## config.mk

```make
export PLATFORM = sky130hd
export DESIGN_NAME = hue_color_classifier_vote_flat
export DESIGN_NICKNAME = d
export VERILOG_FILES = /design/src/hcv_pkg.sv /design/src/hcv_in_if.sv /design/src/hcv_out_if.sv /design/src/hcv_div.sv /design/src/hcv_vote.sv /design/src/hue_color_classifier_vote.sv /design/src/flat_wrapper.sv
export SDC_FILE = /design/constraint.sdc
export NUM_CORES = 1
export LEC_CHECK = 0
export ABC_AREA = 1
export BUFFER_PORTS_ARGS = -buffer_cell sky130_fd_sc_hd__buf_4
export CAP_MARGIN = 20
export CORE_MARGIN = 3
export CORE_UTILIZATION = 60
export CTS_BUF_LIST = sky130_fd_sc_hd__clkbuf_4 sky130_fd_sc_hd__clkbuf_8
export DETAILED_ROUTE_END_ITERATION = 16
export GPL_TIMING_DRIVEN = 0
export PLACE_DENSITY = 0.78
export SYNTH_ARGS = -nofsm -noshare
export SYNTH_HDL_FRONTEND = slang
export SYNTH_SLANG_ARGS = --single-unit
```

## constraint.sdc

```tcl
create_clock -name clk -period 18.5 [get_ports clk]
set_input_delay 3.7 -clock clk [delete_from_list [all_inputs] [get_ports clk]]
set_output_delay 3.7 -clock clk [all_outputs]
set_load 0.05 [all_outputs]
```

## src/hcv_pkg.sv

```systemverilog
package hcv_pkg;

  // Field widths
  localparam int CH_W       = 8;
  localparam int HUE_W      = 10;
  localparam int CLS_W      = 3;
  localparam int BAND_W     = 9;
  localparam int CFG_IDX_W  = 3;

  // Divider geometry: dividend is 60 * |diff|, quotient never exceeds 60
  localparam int DIVIDEND_W = 14;
  localparam int Q_W        = 6;
  localparam int DSH_W      = CH_W + Q_W - 1;
  localparam int STEP_W     = $clog2(Q_W);

  // Vote counters
  localparam int NUM_CLASSES    = 5;
  localparam int VOTE_COUNT_MAX = 15;
  localparam int VOTE_W         = $clog2(VOTE_COUNT_MAX + 1);

  // Class codes
  localparam logic [CLS_W-1:0] CLS_RED        = 3'd0;
  localparam logic [CLS_W-1:0] CLS_GREEN      = 3'd1;
  localparam logic [CLS_W-1:0] CLS_BLUE       = 3'd2;
  localparam logic [CLS_W-1:0] CLS_YELLOW     = 3'd3;
  localparam logic [CLS_W-1:0] CLS_BACKGROUND = 3'd4;

  // Register indexes
  localparam logic [CFG_IDX_W-1:0] REG_RED_BELOW   = 3'd0;
  localparam logic [CFG_IDX_W-1:0] REG_RED_FROM    = 3'd1;
  localparam logic [CFG_IDX_W-1:0] REG_YELLOW_FROM = 3'd2;
  localparam logic [CFG_IDX_W-1:0] REG_GREEN_FROM  = 3'd3;
  localparam logic [CFG_IDX_W-1:0] REG_GREEN_TO    = 3'd4;
  localparam logic [CFG_IDX_W-1:0] REG_BLUE_FROM   = 3'd5;
  localparam logic [CFG_IDX_W-1:0] REG_BLUE_TO     = 3'd6;

  // Sextant offsets, chosen by the minimum channel
  localparam logic [BAND_W-1:0] OFS_BLUE_MIN  = 9'd60;
  localparam logic [BAND_W-1:0] OFS_RED_MIN   = 9'd180;
  localparam logic [BAND_W-1:0] OFS_GREEN_MIN = 9'd300;

  // Band register reset values
  localparam logic [BAND_W-1:0] RST_RED_BELOW   = 9'd10;
  localparam logic [BAND_W-1:0] RST_RED_FROM    = 9'd340;
  localparam logic [BAND_W-1:0] RST_YELLOW_FROM = 9'd40;
  localparam logic [BAND_W-1:0] RST_GREEN_FROM  = 9'd80;
  localparam logic [BAND_W-1:0] RST_GREEN_TO    = 9'd140;
  localparam logic [BAND_W-1:0] RST_BLUE_FROM   = 9'd220;
  localparam logic [BAND_W-1:0] RST_BLUE_TO     = 9'd280;

  typedef struct packed {
    logic [BAND_W-1:0] red_below;
    logic [BAND_W-1:0] red_from;
    logic [BAND_W-1:0] yellow_from;
    logic [BAND_W-1:0] green_from;
    logic [BAND_W-1:0] green_to;
    logic [BAND_W-1:0] blue_from;
    logic [BAND_W-1:0] blue_to;
  } hcv_bands_t;

  typedef struct packed {
    logic count;   // classify the hue and cast its vote
    logic tally;   // result taken from the counters this cycle
    logic close;   // window ends with this item: clear after the tally
  } hcv_vote_ctrl_t;

endpackage

```

## src/hcv_in_if.sv

```systemverilog
interface hcv_in_if;
  import hcv_pkg::*;

  logic            valid;
  logic            ready;
  logic [CH_W-1:0] red;
  logic [CH_W-1:0] green;
  logic [CH_W-1:0] blue;
  logic            window_end;

  modport source (output valid, red, green, blue, window_end, input ready);
  modport sink   (input valid, red, green, blue, window_end, output ready);
endinterface

```

## src/hcv_out_if.sv

```systemverilog
interface hcv_out_if;
  import hcv_pkg::*;

  logic                    valid;
  logic                    ready;
  logic signed [HUE_W-1:0] hue;
  logic [CLS_W-1:0]        sample_class;
  logic                    vote_valid;
  logic [CLS_W-1:0]        vote_class;

  modport source (output valid, hue, sample_class, vote_valid, vote_class, input ready);
  modport sink   (input valid, hue, sample_class, vote_valid, vote_class, output ready);
endinterface

```

## src/hcv_div.sv

```systemverilog
module hcv_div (
  input  logic                            clk,
  input  logic                            rst,
  input  logic                            load,
  input  logic [hcv_pkg::DIVIDEND_W-1:0]  dividend,
  input  logic [hcv_pkg::CH_W-1:0]        divisor,
  output logic                            done,
  output logic [hcv_pkg::Q_W-1:0]         quotient
);
  import hcv_pkg::*;

  logic [DIVIDEND_W-1:0] rem;
  logic [DSH_W-1:0]      dsh;
  logic [Q_W-1:0]        quo;
  logic [STEP_W-1:0]     step;
  logic                  busy;
  logic                  fits;
  logic [DIVIDEND_W-1:0] dsh_ext;

  assign dsh_ext  = DIVIDEND_W'(dsh);
  assign fits     = dsh_ext <= rem;
  assign quotient = quo;

  // Restoring division, one quotient bit a cycle, divisor shifted right each step
  always_ff @(posedge clk) begin
    if (rst) begin
      busy <= 1'b0;
      done <= 1'b0;
      step <= '0;
    end else if (load) begin
      busy <= 1'b1;
      done <= 1'b0;
      step <= STEP_W'(Q_W - 1);
    end else begin
      done <= busy && (step == '0);
      if (busy) begin
        step <= step - 1'b1;
        if (step == '0) begin
          busy <= 1'b0;
        end
      end
    end
  end

  // Hold the datapath between steps
  always_ff @(posedge clk) begin
    if (load) begin
      rem <= dividend;
      dsh <= {divisor, (Q_W-1)'(0)};
      quo <= '0;
    end else if (busy) begin
      if (fits) begin
        rem <= rem - dsh_ext;
      end
      dsh <= dsh >> 1;
      quo <= {quo[Q_W-2:0], fits};
    end
  end

endmodule

```

## src/hcv_vote.sv

```systemverilog
module hcv_vote (
  input  logic                           clk,
  input  logic                           rst,
  input  hcv_pkg::hcv_vote_ctrl_t        ctrl,
  input  hcv_pkg::hcv_bands_t            bands,
  input  logic signed [hcv_pkg::HUE_W-1:0] hue,
  output logic [hcv_pkg::CLS_W-1:0]      sample_class,
  output logic [hcv_pkg::CLS_W-1:0]      best
);
  import hcv_pkg::*;

  logic [VOTE_W-1:0]       votes [NUM_CLASSES];
  logic signed [HUE_W:0]   hs;
  logic                    lt_red_below, lt_red_from, lt_yellow_from, lt_green_from;
  logic                    lt_green_to, lt_blue_from, lt_blue_to;
  logic [CLS_W-1:0]        cls;
  logic [VOTE_W-1:0]       best_votes;

  // Compare the signed hue against the unsigned bounds, one bit wider
  assign hs             = {hue[HUE_W-1], hue};
  assign lt_red_below   = hs < $signed({2'b00, bands.red_below});
  assign lt_red_from    = hs < $signed({2'b00, bands.red_from});
  assign lt_yellow_from = hs < $signed({2'b00, bands.yellow_from});
  assign lt_green_from  = hs < $signed({2'b00, bands.green_from});
  assign lt_green_to    = hs < $signed({2'b00, bands.green_to});
  assign lt_blue_from   = hs < $signed({2'b00, bands.blue_from});
  assign lt_blue_to     = hs < $signed({2'b00, bands.blue_to});

  // First matching band wins: red, yellow, green, blue, else background
  always_comb begin
    if (lt_red_below || !lt_red_from) begin
      cls = CLS_RED;
    end else if (!lt_yellow_from && lt_green_from) begin
      cls = CLS_YELLOW;
    end else if (!lt_green_from && lt_green_to) begin
      cls = CLS_GREEN;
    end else if (!lt_blue_from && lt_blue_to) begin
      cls = CLS_BLUE;
    end else begin
      cls = CLS_BACKGROUND;
    end
  end

  // Hold the class of the item in hand
  always_ff @(posedge clk) begin
    if (ctrl.count) begin
      sample_class <= cls;
    end
  end

  // Saturating counters, cleared when a window closes
  always_ff @(posedge clk) begin
    if (rst || (ctrl.tally && ctrl.close)) begin
      for (int i = 0; i < NUM_CLASSES; i++) begin
        votes[i] <= '0;
      end
    end else if (ctrl.count) begin
      for (int i = 0; i < NUM_CLASSES; i++) begin
        if (CLS_W'(i) == cls && votes[i] < VOTE_W'(VOTE_COUNT_MAX)) begin
          votes[i] <= votes[i] + 1'b1;
        end
      end
    end
  end

  // Majority: strictly greater replaces, so ties keep the lowest code
  always_comb begin
    best       = CLS_RED;
    best_votes = votes[0];
    for (int i = 1; i < NUM_CLASSES; i++) begin
      if (votes[i] > best_votes) begin
        best       = CLS_W'(i);
        best_votes = votes[i];
      end
    end
  end

endmodule

```

## src/hue_color_classifier_vote.sv

```systemverilog
// Channel  | Dir | Payload                                       | Accepted when
// ---------+-----+-----------------------------------------------+----------------------
// sample   | in  | red, green, blue, window_end                  | valid && ready
// result   | out | hue, sample_class, vote_valid, vote_class     | valid && ready
// cfg      | in  | cfg_index, cfg_data (band registers 0..6)     | cfg_we
//
// One item at a time: after an item is accepted, the six-step serial divider runs and
// raises its done flag, then come the hue, vote and tally states, and the idle state
// that takes the next item.
// A finished result sits in the output register; a new item is taken while it waits.
// If the output register is still full at tally time, the item waits in tally.
// Synchronous reset clears control state and the vote counters, and loads band defaults.
module hue_color_classifier_vote (
  input  logic                            clk,
  input  logic                            rst,
  hcv_in_if.sink                          sample,
  hcv_out_if.source                       result,
  input  logic                            cfg_we,
  input  logic [hcv_pkg::CFG_IDX_W-1:0]   cfg_index,
  input  logic [hcv_pkg::BAND_W-1:0]      cfg_data
);
  import hcv_pkg::*;

  typedef enum logic [4:0] {
    ST_IDLE  = 5'b00001,
    ST_DIV   = 5'b00010,
    ST_HUE   = 5'b00100,
    ST_COUNT = 5'b01000,
    ST_TALLY = 5'b10000
  } hcv_state_t;

  hcv_state_t state, state_next;

  hcv_bands_t       bands;
  hcv_vote_ctrl_t   vctrl;

  logic                    accept;
  logic                    grey, b_min, r_min;
  logic [CH_W-1:0]         pos, neg, mn, mx, span, mag;
  logic                    diff_neg;
  logic [BAND_W-1:0]       offset;
  logic [DIVIDEND_W-1:0]   dividend;
  logic                    div_done;
  logic [Q_W-1:0]          quotient;

  logic                    grey_q, neg_q, last_q;
  logic [BAND_W-1:0]       offset_q;
  logic signed [HUE_W-1:0] hue_q;
  logic [CLS_W-1:0]        sample_class, best;
  logic                    out_free;

  logic                    out_valid;
  logic signed [HUE_W-1:0] out_hue;
  logic [CLS_W-1:0]        out_class, out_vote_class;
  logic                    out_vote_valid;

  assign accept   = sample.valid && sample.ready;
  assign out_free = !out_valid || result.ready;

  // Band registers
  always_ff @(posedge clk) begin
    if (rst) begin
      bands.red_below   <= RST_RED_BELOW;
      bands.red_from    <= RST_RED_FROM;
      bands.yellow_from <= RST_YELLOW_FROM;
      bands.green_from  <= RST_GREEN_FROM;
      bands.green_to    <= RST_GREEN_TO;
      bands.blue_from   <= RST_BLUE_FROM;
      bands.blue_to     <= RST_BLUE_TO;
    end else if (cfg_we) begin
      unique case (cfg_index)
        REG_RED_BELOW:   bands.red_below   <= cfg_data;
        REG_RED_FROM:    bands.red_from    <= cfg_data;
        REG_YELLOW_FROM: bands.yellow_from <= cfg_data;
        REG_GREEN_FROM:  bands.green_from  <= cfg_data;
        REG_GREEN_TO:    bands.green_to    <= cfg_data;
        REG_BLUE_FROM:   bands.blue_from   <= cfg_data;
        REG_BLUE_TO:     bands.blue_to     <= cfg_data;
        default: ;
      endcase
    end
  end

  // Pick the sextant from the minimum channel and form 60 * |diff|
  always_comb begin
    grey  = (sample.red == sample.green) && (sample.green == sample.blue);
    b_min = (sample.blue <= sample.green) && (sample.blue <= sample.red);
    r_min = (sample.red <= sample.green) && (sample.red <= sample.blue);
    if (b_min) begin
      pos = sample.green; neg = sample.red;   mn = sample.blue;  offset = OFS_BLUE_MIN;
    end else if (r_min) begin
      pos = sample.blue;  neg = sample.green; mn = sample.red;   offset = OFS_RED_MIN;
    end else begin
      pos = sample.red;   neg = sample.blue;  mn = sample.green; offset = OFS_GREEN_MIN;
    end
    diff_neg = pos < neg;
    mx       = diff_neg ? neg : pos;
    mag      = diff_neg ? (neg - pos) : (pos - neg);
    span     = mx - mn;
    dividend = {mag, 6'b000000} - {4'b0000, mag, 2'b00};
  end

  // Hold what the hue needs besides the quotient
  always_ff @(posedge clk) begin
    if (accept) begin
      grey_q   <= grey;
      neg_q    <= diff_neg;
      offset_q <= offset;
      last_q   <= sample.window_end;
    end
  end

  hcv_div u_div (
    .clk      (clk),
    .rst      (rst),
    .load     (accept),
    .dividend (dividend),
    .divisor  (span),
    .done     (div_done),
    .quotient (quotient)
  );

  // Apply sign and sextant offset; grey gives all ones
  always_ff @(posedge clk) begin
    if (state == ST_HUE) begin
      if (grey_q) begin
        hue_q <= '1;
      end else if (neg_q) begin
        hue_q <= $signed({1'b0, offset_q} - HUE_W'(quotient));
      end else begin
        hue_q <= $signed({1'b0, offset_q} + HUE_W'(quotient));
      end
    end
  end

  assign vctrl.count = (state == ST_COUNT);
  assign vctrl.tally = (state == ST_TALLY) && out_free;
  assign vctrl.close = last_q;

  hcv_vote u_vote (
    .clk          (clk),
    .rst          (rst),
    .ctrl         (vctrl),
    .bands        (bands),
    .hue          (hue_q),
    .sample_class (sample_class),
    .best         (best)
  );

  // Sequencer
  always_comb begin
    state_next = state;
    unique case (state)
      ST_IDLE:  if (accept) state_next = ST_DIV;
      ST_DIV:   if (div_done) state_next = ST_HUE;
      ST_HUE:   state_next = ST_COUNT;
      ST_COUNT: state_next = ST_TALLY;
      ST_TALLY: if (out_free) state_next = ST_IDLE;
      default:  state_next = ST_IDLE;
    endcase
  end

  always_ff @(posedge clk) begin
    if (rst) begin
      state <= ST_IDLE;
    end else begin
      state <= state_next;
    end
  end

  // Output register: load on tally, drop when taken
  always_ff @(posedge clk) begin
    if (rst) begin
      out_valid <= 1'b0;
    end else if (vctrl.tally) begin
      out_valid <= 1'b1;
    end else if (result.ready) begin
      out_valid <= 1'b0;
    end
  end

  always_ff @(posedge clk) begin
    if (vctrl.tally) begin
      out_hue        <= hue_q;
      out_class      <= sample_class;
      out_vote_valid <= last_q;
      out_vote_class <= last_q ? best : CLS_RED;
    end
  end

  assign sample.ready        = (state == ST_IDLE);
  assign result.valid        = out_valid;
  assign result.hue          = out_hue;
  assign result.sample_class = out_class;
  assign result.vote_valid   = out_vote_valid;
  assign result.vote_class   = out_vote_class;

  // An accepted item always starts the divider
  a_accept_div: assert property (@(posedge clk) disable iff (rst)
    accept |=> state == ST_DIV)
    else $error("accepted item did not enter divide");

  // The divider only finishes while the sequencer waits for it
  a_done_in_div: assert property (@(posedge clk) disable iff (rst)
    div_done |-> state == ST_DIV)
    else $error("divider finished outside divide");

  // Grey always lands in the red band
  a_grey_red: assert property (@(posedge clk) disable iff (rst)
    (result.valid && result.hue == '1) |-> result.sample_class == CLS_RED)
    else $error("grey sample not classed red");

  // No window close, no vote class
  a_vote_zero: assert property (@(posedge clk) disable iff (rst)
    (result.valid && !result.vote_valid) |-> result.vote_class == CLS_RED)
    else $error("vote class set without window end");

endmodule

```

## src/flat_wrapper.sv

```systemverilog
// flat-port wrapper written by rule: the top's interface ports become plain ports
module hue_color_classifier_vote_flat import hcv_pkg::*;
  (clk, rst, cfg_we, cfg_index, cfg_data, sample_valid, sample_red, sample_green, sample_blue, sample_window_end, sample_ready, result_valid, result_hue, result_sample_class, result_vote_valid, result_vote_class, result_ready);
  hcv_in_if sample_i ();
  hcv_out_if result_i ();
  input  logic clk;
  input  logic rst;
  input  logic cfg_we;
  input  logic [hcv_pkg::CFG_IDX_W-1:0] cfg_index;
  input  logic [hcv_pkg::BAND_W-1:0] cfg_data;
  input wire logic [$bits(sample_i.valid)-1:0] sample_valid;
  input wire logic [$bits(sample_i.red)-1:0] sample_red;
  input wire logic [$bits(sample_i.green)-1:0] sample_green;
  input wire logic [$bits(sample_i.blue)-1:0] sample_blue;
  input wire logic [$bits(sample_i.window_end)-1:0] sample_window_end;
  output wire logic [$bits(sample_i.ready)-1:0] sample_ready;
  output wire logic [$bits(result_i.valid)-1:0] result_valid;
  output wire logic [$bits(result_i.hue)-1:0] result_hue;
  output wire logic [$bits(result_i.sample_class)-1:0] result_sample_class;
  output wire logic [$bits(result_i.vote_valid)-1:0] result_vote_valid;
  output wire logic [$bits(result_i.vote_class)-1:0] result_vote_class;
  input wire logic [$bits(result_i.ready)-1:0] result_ready;
  assign sample_i.valid = sample_valid;
  assign sample_i.red = sample_red;
  assign sample_i.green = sample_green;
  assign sample_i.blue = sample_blue;
  assign sample_i.window_end = sample_window_end;
  assign sample_ready = sample_i.ready;
  assign result_valid = result_i.valid;
  assign result_hue = result_i.hue;
  assign result_sample_class = result_i.sample_class;
  assign result_vote_valid = result_i.vote_valid;
  assign result_vote_class = result_i.vote_class;
  assign result_i.ready = result_ready;
  hue_color_classifier_vote u_core (.clk(clk), .rst(rst), .sample(sample_i), .result(result_i), .cfg_we(cfg_we), .cfg_index(cfg_index), .cfg_data(cfg_data));
endmodule
```

==> qor.csv <==
stage,metric,value,unit
cts,htreeDepth,4,
run,cap_violations,0,
synth,seq_area_frac_synth,35.12,%
status,outcome,finished clean,
die,die_area,21040,um^2
synth,synth_edf_count,79,
setup_path,worstPathArrival,9.90,ns
cts,root_buffer,clkbuf_8,
cts,cts_resized,0,
cts,cts_buffers,17,
routing,routed_wl,27040,um
layout,drive_above_1_share,9.598,%
layout,design_area,12830,um^2
setup_path,slowest_stage,a221oi_1,
die,placementRows,50,
timing,setup_viol,0,
timing,max_freq,103.1,MHz
synth,netlist.area_leader.share,20.45,%
global_route,grt_pass1_wl,44660,um
place,gp_congestion,0.9017,
timing,finalHoldViolations,0,
layout,n_antenna_cell,0,
routing,via_count,10130,
die,start_util,61.59,%
synth,yosysTopAreaCell,edfxtp_1,
synth,ys.flop_type,dfxtp_1,
power_and_ir_drop,pwr_density_cell,128.1,nW/um^2
timing,maxSlewViolCount,0,
synth,syn_inst,1502,
die,pin_count,61,
layout,syn2layout_area_growth,10.61,%
synth,synth.distinct_cells,58,
synth,synth_area_leaders,"edfxtp_1 20%, ha_1 15%, dfxtp_1 15%, nand2_1 9.3%, inv_1 9.2%",
hold_path,holdCritPathClass,register to register,
die,die_w,145.0,um
place,numPortBuffers,59,
die,core,18830,um^2
setup_path,end_kind,register,
setup_path,ff2ff_setup_slack,13.16,ns
synth,synth.avg_cell_area,7.722,um^2
synth,yosysWarnings,0,
place,dp_slack,8.465,ns
die,die-height,145.0,um
setup_path,start_kind,input pin,
timing,finalClockSkew,0.01726,ns
setup_path,critical_path_required,18.70,ns
routing,drt_iter0_markers,688,
setup_path,max_stage_delay,0.57,ns
synth,ys_ff_latch,164,
setup_path,path_class,input pin to register,
global_route,overflow,0,
timing,min_period,9.702,ns
hold_path,whs_endpoint,u_core.result.sample_class[0],
routing,drt_pre_antenna_iters,5,
setup_path,r2r-end,u_core.result.vote_class[1],
place,dp_hpwl,20490,um
routing,vias_per_cell,5.464,
cts,cts_setup_buffers,0,
place,postPlaceCellArea,12370,um^2
cts,clock_sinks,164,
timing,rsz0062_at_grt,no,
power_and_ir_drop,ir_worst_vdd,0.1109,mV
global_route,grt_pass1_vias,9538,
setup_path,r2r-start,u_core.u_vote.votes[0][2],
global_route,grtUsageTotal,25.63,%
routing,antenna_left,0,
global_route,antenna_found_initial,0,
place,dpl.cell_count,1822,
setup_path,cp_common_cell,nand2_1,
layout,stdcell_count,1854,
timing,setup_tns,0,ns
routing,wire_per_inst,14.59,um
synth,syn_nets,1690,
cts,path_clk_slew,0.09,ns
cts,cts_buffer_depth,2,
routing,drc,0,
timing,finalCritPeriodShare,52.44,%
synth,synth_area,11600,um^2
layout,nets,1769,
setup_path,worst_r2r_path_depth,23,
hold_path,hp-start,u_core.u_vote.sample_class[0],
timing,tightest_slew,0.9865,ns
cts,clk_latency,0.46,ns
timing,slew_headroom,33.63,%
cts,tritoncts,built,
global_route,grt_max_degree,17,
setup_path,cp_max_fo,10,
synth,async_reset_ff_share,0,%
power_and_ir_drop,leakagePower,0.006255,uW
timing,setup_ws,8.798,ns
hold_path,hold_depth,0,
cts,hold_buffers,0,
## report_power, final
group / switching [uW] / leakage [uW] / internal (uW) / total [uW]
Sequential: 28.0 / 0.00146 / 470 / 498
Combinational: 556 / 0.00457 / 297 / 853
Clock: 136 / 0.000233 / 157 / 293
Total: 720 / 0.00626 / 924 / 1640
## placed cells by master, fill, tap and decap left out, drive strengths merged, types with 3 or more instances in the layout
| cell type | n |
|---|---|
| o21ai | 107 |
| fa | 3 |
| o221ai | 7 |
| bufinv | 4 |
| inv | 293 |
| buf | 68 |
| a21oi | 110 |
| edfxtp | 79 |
| nor3 | 11 |
| a22oi | 11 |
| o21bai | 6 |
| clkinv | 6 |
| a211oi | 3 |
| nand2 | 310 |
| o211ai | 28 |
| a31oi | 4 |
| nand3 | 67 |
| nor2 | 101 |
| o2111ai | 7 |
| a21o | 5 |
| clkbuf | 44 |
| a221oi | 12 |
| o22ai | 7 |
| ha | 143 |
| or2 | 9 |
| xnor2 | 9 |
| o21a | 11 |
| nand3b | 5 |
| xor2 | 11 |
| o31ai | 4 |
| dfxtp | 85 |
| nand4 | 15 |
## how the worst max path moves through the flow
stage	start	endpoint	slack, ns
floorplan	sample_red[7]	u_core.u_div.dsh[12]	9.74
global placement	sample_green[7]	u_core.u_div.dsh[12]	8.67
detailed placement	sample_green[7]	u_core.u_div.dsh[12]	8.47
CTS	sample_green[7]	u_core.u_div.dsh[12]	8.94
global route	sample_green[7]	u_core.u_div.dsh[12]	8.13
finish	sample_green[7]	u_core.u_div.dsh[12]	8.80
## registers in the layout (all words and copies together) (netlist names), 4 cells and up
register and count:
u_core.hue_q 10, u_core.u_div.dsh 13, u_core.u_div.rem 14, u_core.result.hue 10
u_core.bands 63, u_core.state 5, u_core.u_vote.votes 20, u_core.offset_q 4
u_core.u_div.quotient 6
## logic make-up after synthesis
| logic type | after synthesis | synth area share (%) |
|---|---|---|
| AOI/OAI and AO/OA | 328 | 16.95 |
| xor gates and xnor gates | 20 | 1.510 |
| and+or+nand+nor | 521 | 19.71 |
| buffers and inverters | 323 | 10.77 |
| DFF | 164 | 35.12 |
| adders and majority gates | 146 | 15.94 |
## synth_stat cells (10+ instances only)
library cell,n
o21ai_0,101
inv_1,283
nand2_2,20
ha_1,143
xor2_1,11
a221oi_1,12
nand2_1,286
nor3_1,10
nand3_1,64
a22oi_1,10
nand4_1,13
a21oi_1,108
nor2_1,95
clkbuf_1,25
o211ai_1,27
o21a_1,10
edfxtp_1,79
dfxtp_1,85
## worst max-delay path, delay by kind of cell
family	cells	cell delay [ns]
buffers and inverters	8	1.36
and+or+nand+nor	16	1.77
adders and majority gates	3	1.02
AOI/OAI and AO/OA	10	1.94
xor gates and xnor gates	1	0.12
## routing by layer
metal  track usage [%]  part of all wire [%]
met3             4.122                   6.1
met2             44.37                    49
met4             9.074                   2.0
met5                 0                     0
met1             32.60                    43
## metrics by stage
step / hold WS, ns / power [uW] / utilization, %
after global placement: 0.4032 / 1320 / 65.67
after CTS: 0.4251 / 1642 / 68.13
after floorplan: 0.4003 / 1148 / -
after detailed placement: 0.4066 / 1344 / 65.71
final: 0.4263 / 1644 / 68.13
after global routing: 0.4413 / 1794 / 68.13
## layout make-up
cell class / instances / area [um^2]
Clock inverter: 13 / 193.9
Inverter: 290 / 1092
Buffer: 33 / 156.4
Multi-Input combinational cell: 1015 / 6276
Fill cell: 1601 / 6001
Clock buffer: 19 / 261.5
Tap cell: 260 / 325.3
Sequential cell: 164 / 4074
Timing Repair Buffer: 60 / 450.4
(Power assumes the default switching activity.)
